### src/rtl/core/ipa_pkg.sv
`timescale 1ns / 1ps
`default_nettype none
// ----------------------------------------------------------------------------
// ipa_pkg
// Shared types for the id pool allocator: commands, status codes, controller
// states and the command/status bundles between controller and datapath.
// ----------------------------------------------------------------------------
package ipa_pkg;

  localparam int POOL_SIZE_W = 11;
  localparam int ID_FIELD_W  = 10;

  typedef enum logic {
    CMD_ALLOC   = 1'b0,
    CMD_RELEASE = 1'b1
  } cmd_e;

  typedef enum logic [2:0] {
    ST_OK        = 3'd0,
    ST_EMPTY     = 3'd1,
    ST_DOUBLE    = 3'd2,
    ST_NOT_ALLOC = 3'd3,
    ST_RANGE     = 3'd4
  } status_e;

  typedef enum logic [1:0] {
    S_CLEAR,
    S_IDLE,
    S_LOOK,
    S_ALLOC_CHK
  } state_e;

  typedef struct packed {
    logic clear_step;
    logic accept;
    logic pop;
    logic finish;
    logic chk;
  } ctl_cmd_t;

  typedef struct packed {
    logic clear_last;
    logic is_release;
    logic empty;
    logic out_free;
  } ctl_sts_t;

endpackage
`default_nettype wire

### src/rtl/core/ipa_ctrl.sv
`timescale 1ns / 1ps
`default_nettype none
// ----------------------------------------------------------------------------
// ipa_ctrl
// Controller: clearing sweep, request accept, stack pop and finish sequencing.
// ----------------------------------------------------------------------------
module ipa_ctrl import ipa_pkg::*; (
  input  wire logic     clk_i,
  input  wire logic     rst_ni,
  input  wire logic     cfg_we_i,
  input  wire logic     req_valid_i,
  output logic          req_ready_o,
  input  wire ctl_sts_t sts_i,
  output ctl_cmd_t      ctl_o
);

  state_e state_q, state_d;

  assign req_ready_o = (state_q == S_IDLE) && !cfg_we_i;

  always_comb begin
    state_d = state_q;
    unique case (state_q)
      S_CLEAR: begin
        if (sts_i.clear_last) state_d = S_IDLE;
      end
      S_IDLE: begin
        if (req_ready_o && req_valid_i) state_d = S_LOOK;
      end
      S_LOOK: begin
        if (sts_i.is_release || sts_i.empty) begin
          if (sts_i.out_free) state_d = S_IDLE;
        end else begin
          state_d = S_ALLOC_CHK;
        end
      end
      S_ALLOC_CHK: begin
        if (sts_i.out_free) state_d = S_IDLE;
      end
      default: state_d = S_CLEAR;
    endcase
    if (cfg_we_i) state_d = S_CLEAR;
  end

  always_comb begin
    ctl_o = '0;
    unique case (state_q)
      S_CLEAR: begin
        ctl_o.clear_step = 1'b1;
      end
      S_IDLE: begin
        ctl_o.accept = req_ready_o && req_valid_i;
      end
      S_LOOK: begin
        if (sts_i.is_release || sts_i.empty) begin
          ctl_o.finish = sts_i.out_free;
        end else begin
          ctl_o.pop = 1'b1;
        end
      end
      S_ALLOC_CHK: begin
        ctl_o.finish = sts_i.out_free;
        ctl_o.chk    = 1'b1;
      end
      default: ctl_o = '0;
    endcase
  end

  always_ff @(posedge clk_i or negedge rst_ni) begin
    if (!rst_ni) begin
      state_q <= S_CLEAR;
    end else begin
      state_q <= state_d;
    end
  end

  a_chk_after_look: assert property (@(posedge clk_i) disable iff (!rst_ni)
    state_q == S_ALLOC_CHK |-> $past(state_q) == S_LOOK || $past(state_q) == S_ALLOC_CHK)
    else $error("check state entered without a lookup");

endmodule
`default_nettype wire

### config.mk
export PLATFORM = sky130hd
export DESIGN_NAME = ipa_ctrl
export DESIGN_NICKNAME = d
export VERILOG_FILES = /design/src/rtl/core/ipa_pkg.sv /design/src/rtl/core/ipa_ctrl.sv
export SDC_FILE = /design/constraint.sdc
export NUM_CORES = 1
export LEC_CHECK = 0
export BUFFER_PORTS_ARGS = -buffer_cell sky130_fd_sc_hd__buf_4
export CAP_MARGIN = 40
export CORE_AREA = 4 4 41 43
export CTS_BUF_LIST = sky130_fd_sc_hd__clkbuf_16
export DETAILED_ROUTE_END_ITERATION = 6
export DIE_AREA = 0 0 45 47
export PLACE_DENSITY_LB_ADDON = 0.05
export SYNTH_ARGS = -nofsm -noshare
export SYNTH_HDL_FRONTEND = slang
export SYNTH_SLANG_ARGS = --single-unit
### constraint.sdc
create_clock -name clk_i -period 1.09 [get_ports clk_i]
set_input_delay 0.1635 -clock clk_i [delete_from_list [all_inputs] [get_ports clk_i]]
set_output_delay 0.1635 -clock clk_i [all_outputs]
set_load 0.01 [all_outputs]
# Word level (Yosys, flattened, before mapping)
# Cells that the tools add are included.
dict set report totals {
  reg_bits 2
  input_bits 8
  out_inout_bits 6
  elab_cells 25
}
dict set report op_classes {
  eq_ne 5
  n_mux 13
  n_reduce_logical 6
}
# operator n
set ops {}
lappend ops {{$mux W2} 5}
lappend ops {{$pmux W2 S4} 1}
lappend ops {{$mux W1} 6}
lappend ops {{$eq A2 B2 Y1 const B} 2}
lappend ops {{$ne A3 B2 Y1 const B} 1}
lappend ops {{$ne A3 B3 Y1 const B} 1}
lappend ops {{$eq A2 B1 Y1 const B} 1}
lappend ops {{$logic_and A1 B1 Y1} 2}
lappend ops {{$logic_not A2 Y1} 1}
lappend ops {{$pmux W1 S2} 1}
lappend ops {{$reduce_and A2 Y1} 1}
lappend ops {{$logic_not A1 Y1} 1}
lappend ops {{$logic_or A1 B1 Y1} 1}

# Depth between registers and ports, before layout
dict set report logic_depth {
  depth_word 6
  depth_mapped 4
  mapped_depth_nobuf 3
}

# Worst setup path after synthesis
# Ideal clock, no wire load.
dict set report synth_timing {
  path_type {flip-flop to output port}
  from {register state_q[0]}
  to {output port ctl_o[3] in the netlist's numbering}
  t_arrival_ps 1035
  required_time_ps 927
  setup_slack_ps -108
  path_stages_with_launch 4
  n_path_buf 1
  cell_sequence {dfrtp_1 buf_6 nor3b_1 and2_1}
}
# element line
set synth_lines {}
lappend synth_lines {{start: declaration} ipa_ctrl.sv:17} ;# state_e state_q, state_d;
lappend synth_lines {{start signal: assignment} ipa_ctrl.sv:73} ;# state_q <= state_d;
lappend synth_lines {{end: declaration} ipa_ctrl.sv:14} ;# output ctl_cmd_t ctl_o

==> results.json <==
{
  "status": "finished with violations",
  "violations": "setup timing",
  "drt_iter0_drc": 0,
  "drt-total-wl_um": 623,
  "hold_ws_ps": 134,
  "cpPeakStageDelay_ps": 430,
  "synth.distinct_cells": 14,
  "yosys.area.top_type": "dfrtp_1",
  "powerDensity_mw_per_mm2": 1570,
  "drive_gt1_frac": 0.867,
  "syn-num-nets": 27,
  "ir_drop_mv": 0.596,
  "fin_crit_ps": 1280,
  "gp_congestion": 0.679,
  "cts_tree": "yes",
  "period_share": 1.18,
  "yosysMostFrequentCell": "nor2_1",
  "cp.required_ps": 930,
  "path_clk_slew_ps": 30,
  "cts_buffers": 3,
  "ant_nets": 0,
  "htree_levels": 1,
  "synthArstFlopShare": 1.00,
  "r2r_start": "state_q[0]$_DFFE_PN0P_",
  "synth-edff-count": 0,
  "critPathBufInv": 1,
  "first_pass_iters": 1,
  "fillerInstances": 130,
  "synth_area_per_cell_um2": 8.96,
  "clk-insertion-delay-late_ps": 220,
  "leakage_nw": 0.222,
  "slew_headroom": 0.812,
  "yosys_warnings": 0,
  "totalPowerFinal_uw": 783,
  "final_nets": 55,
  "cpLargestDelayFamily": "flip-flops",
  "cp_max_fo": 4,
  "hp-start": "cfg_we_i",
  "setup_viol_count_final": 8,
  "root_buffer": "clkbuf_16",
  "dp_slack_ps": -35.7,
  "grt_antenna_before_repair": 0,
  "slowest_stage": "dfrtp_2",
  "r2r_cells": 4,
  "cts_sinks": 2,
  "r2r_slack_ps": -50,
  "grt_start_max_net_pins": 6,
  "final_core_util": 0.383,
  "hold_viol_final": 0,
  "portBuffers": 13,
  "viasPerCell": 3.93,
  "cp_cell_sequence": "nor3b_4 -> and2_4 -> buf_6",
  "track_usage": 0.0695,
  "min_path_cells": 2,
  "wl_per_cell_um": 10.4,
  "synth_area_um2": 170,
  "synth.top_cells.by_count": "nor2_1, dfrtp_1, inv_1, nor4_1",
  "areaGrowthSynthToFinish_pct": 193,
  "postPlaceCellArea_um2": 309,
  "syn_inst": 19,
  "antenna_cells": 0,
  "grt_pass1_vias": 253,
  "core_mm2": 0.00130,
  "fp.dieW_um": 45,
  "die_h_um": 47,
  "regMostFlops": "state_q",
  "r2r_end": "state_q[0]$_DFFE_PN0P_",
  "postLayoutSetupSlackWorst_ps": -191,
  "slew_viol_final": 0,
  "crit_type": "reg -> out",
  "cts_buffer_depth": 2,
  "drc_errors": 0,
  "cp-start-kind": "register",
  "vias": 236,
  "top_regs": "state_q (2)",
  "num_rows": 13,
  "hold_class": "in -> reg",
  "fmax_ghz": 0.780,
  "overflow": 0,
  "min_to": "state_q[1]$_DFFE_PN0P_",
  "critPathArrivalTime_ps": 1120,
  "ys_seq_area_frac": 0.294,
  "finalInstanceArea_um2": 498,
  "rsz0062_at_grt": "true",
  "end_kind": "output pin",
  "dp_hpwl_um": 426,
  "pin_count": 14,
  "drv_cap": 0,
  "final.setup_skew_ps": 0.280,
  "initial_core_util": 0.131,
  "grt_pass1_wl_um": 931,
  "die-area_mm2": 0.00212,
  "synth_top_area_share": 0.294,
  "worstMarginPinSlew_ps": 279,
  "seqCellArea_um2": 52.6,
  "ys.flop_type": "dfrtp_1",
  "ys_seq_elements": 2,
  "synth.area.top_cells": "dfrtp_1, o31ai_4, nor4_1",
  "multi_input_area_um2": 143,
  "largest_reg_flops": 2
}
-- worst max-delay path by stage --
stage,slack (ps),from,end,cells past startpoint
after detailed placement,-40,state_q[0]$_DFFE_PN0P_,state_q[0]$_DFFE_PN0P_,3
after floorplan,30,state_q[0]$_DFFE_PN0P_,ctl_o[3],3
after CTS,-190,state_q[0]$_DFFE_PN0P_,ctl_o[3],3
after global routing,-240,state_q[1]$_DFFE_PN0P_,ctl_o[3],3
after global placement,-90,state_q[0]$_DFFE_PN0P_,state_q[0]$_DFFE_PN0P_,3
final,-190,state_q[1]$_DFFE_PN0P_,ctl_o[3],3
-- per-layer routing --
| layer | up-vias | routed length, µm | part of all wire | GRT usage |
|---|---|---|---|---|
| met1 | 112 | 251 | 0.40 | 0.0636 |
| met2 | 6 | 349 | 0.56 | 0.110 |
| met4 | 0 | 0 | 0 | 0.105 |
| met3 | 0 | 22 | 0.035 | 0.0115 |
| li1 | 118 | - | - | - |
| met5 | - | 0 | 0 | 0 |
-- logic make-up after synthesis --
kind of cell	count (synthesis)	share of synthesized area
compound gates	3	0.221
buf+inv	3	0.110
flops	2	0.294
mux	1	0.0588
simple gates	10	0.316
-- layout by cell type (no fill, tap or decap) --
cell type	n
nand3_1	1
a211oi_2	1
buf_6	5
dlygate4sd3_1	1
and2_2	1
nor4_2	2
and2_4	1
buf_4	18
mux2i_1	1
nor2_4	1
a21oi_2	1
dfrtp_2	2
inv_2	1
nand2_1	1
o31ai_4	1
clkbuf_16	3
inv_1	1
nor2_2	1
nor2_1	1
nor3b_4	1
-- timing repair --
action,CTS,global route
hold buffers,1,0
setup endpoints to repair,7,7
pin swaps,3,3
hold endpoints to repair,2,0
buffers inserted,3,4
gates resized for setup,5,10
-- through the flow --
stage                     std cells  setup TNS (ps)
after floorplan                  19               0
after global placement           49            -135
after detailed placement         49           -59.2
after CTS                        56            -945
after global routing             60           -1310
final                            60            -945
-- where the power goes --
| group | switching [mW] | total, mW | leakage [nW] | internal [mW] |
|---|---|---|---|---|
| clock | 0.0815 | 0.548 | 0.0370 | 0.467 |
| combinational | 0.0544 | 0.144 | 0.162 | 0.0899 |
| sequential | 0.00976 | 0.0908 | 0.0236 | 0.0811 |
-- area by class of cell --
class	count	share of cell area
clock buffer	3	0.151
inverter	2	0.0151
multi-input combinational	14	0.286
sequential	2	0.106
tap	15	0.0377
timing repair buffer	24	0.405
(Power assumes the default switching activity.)
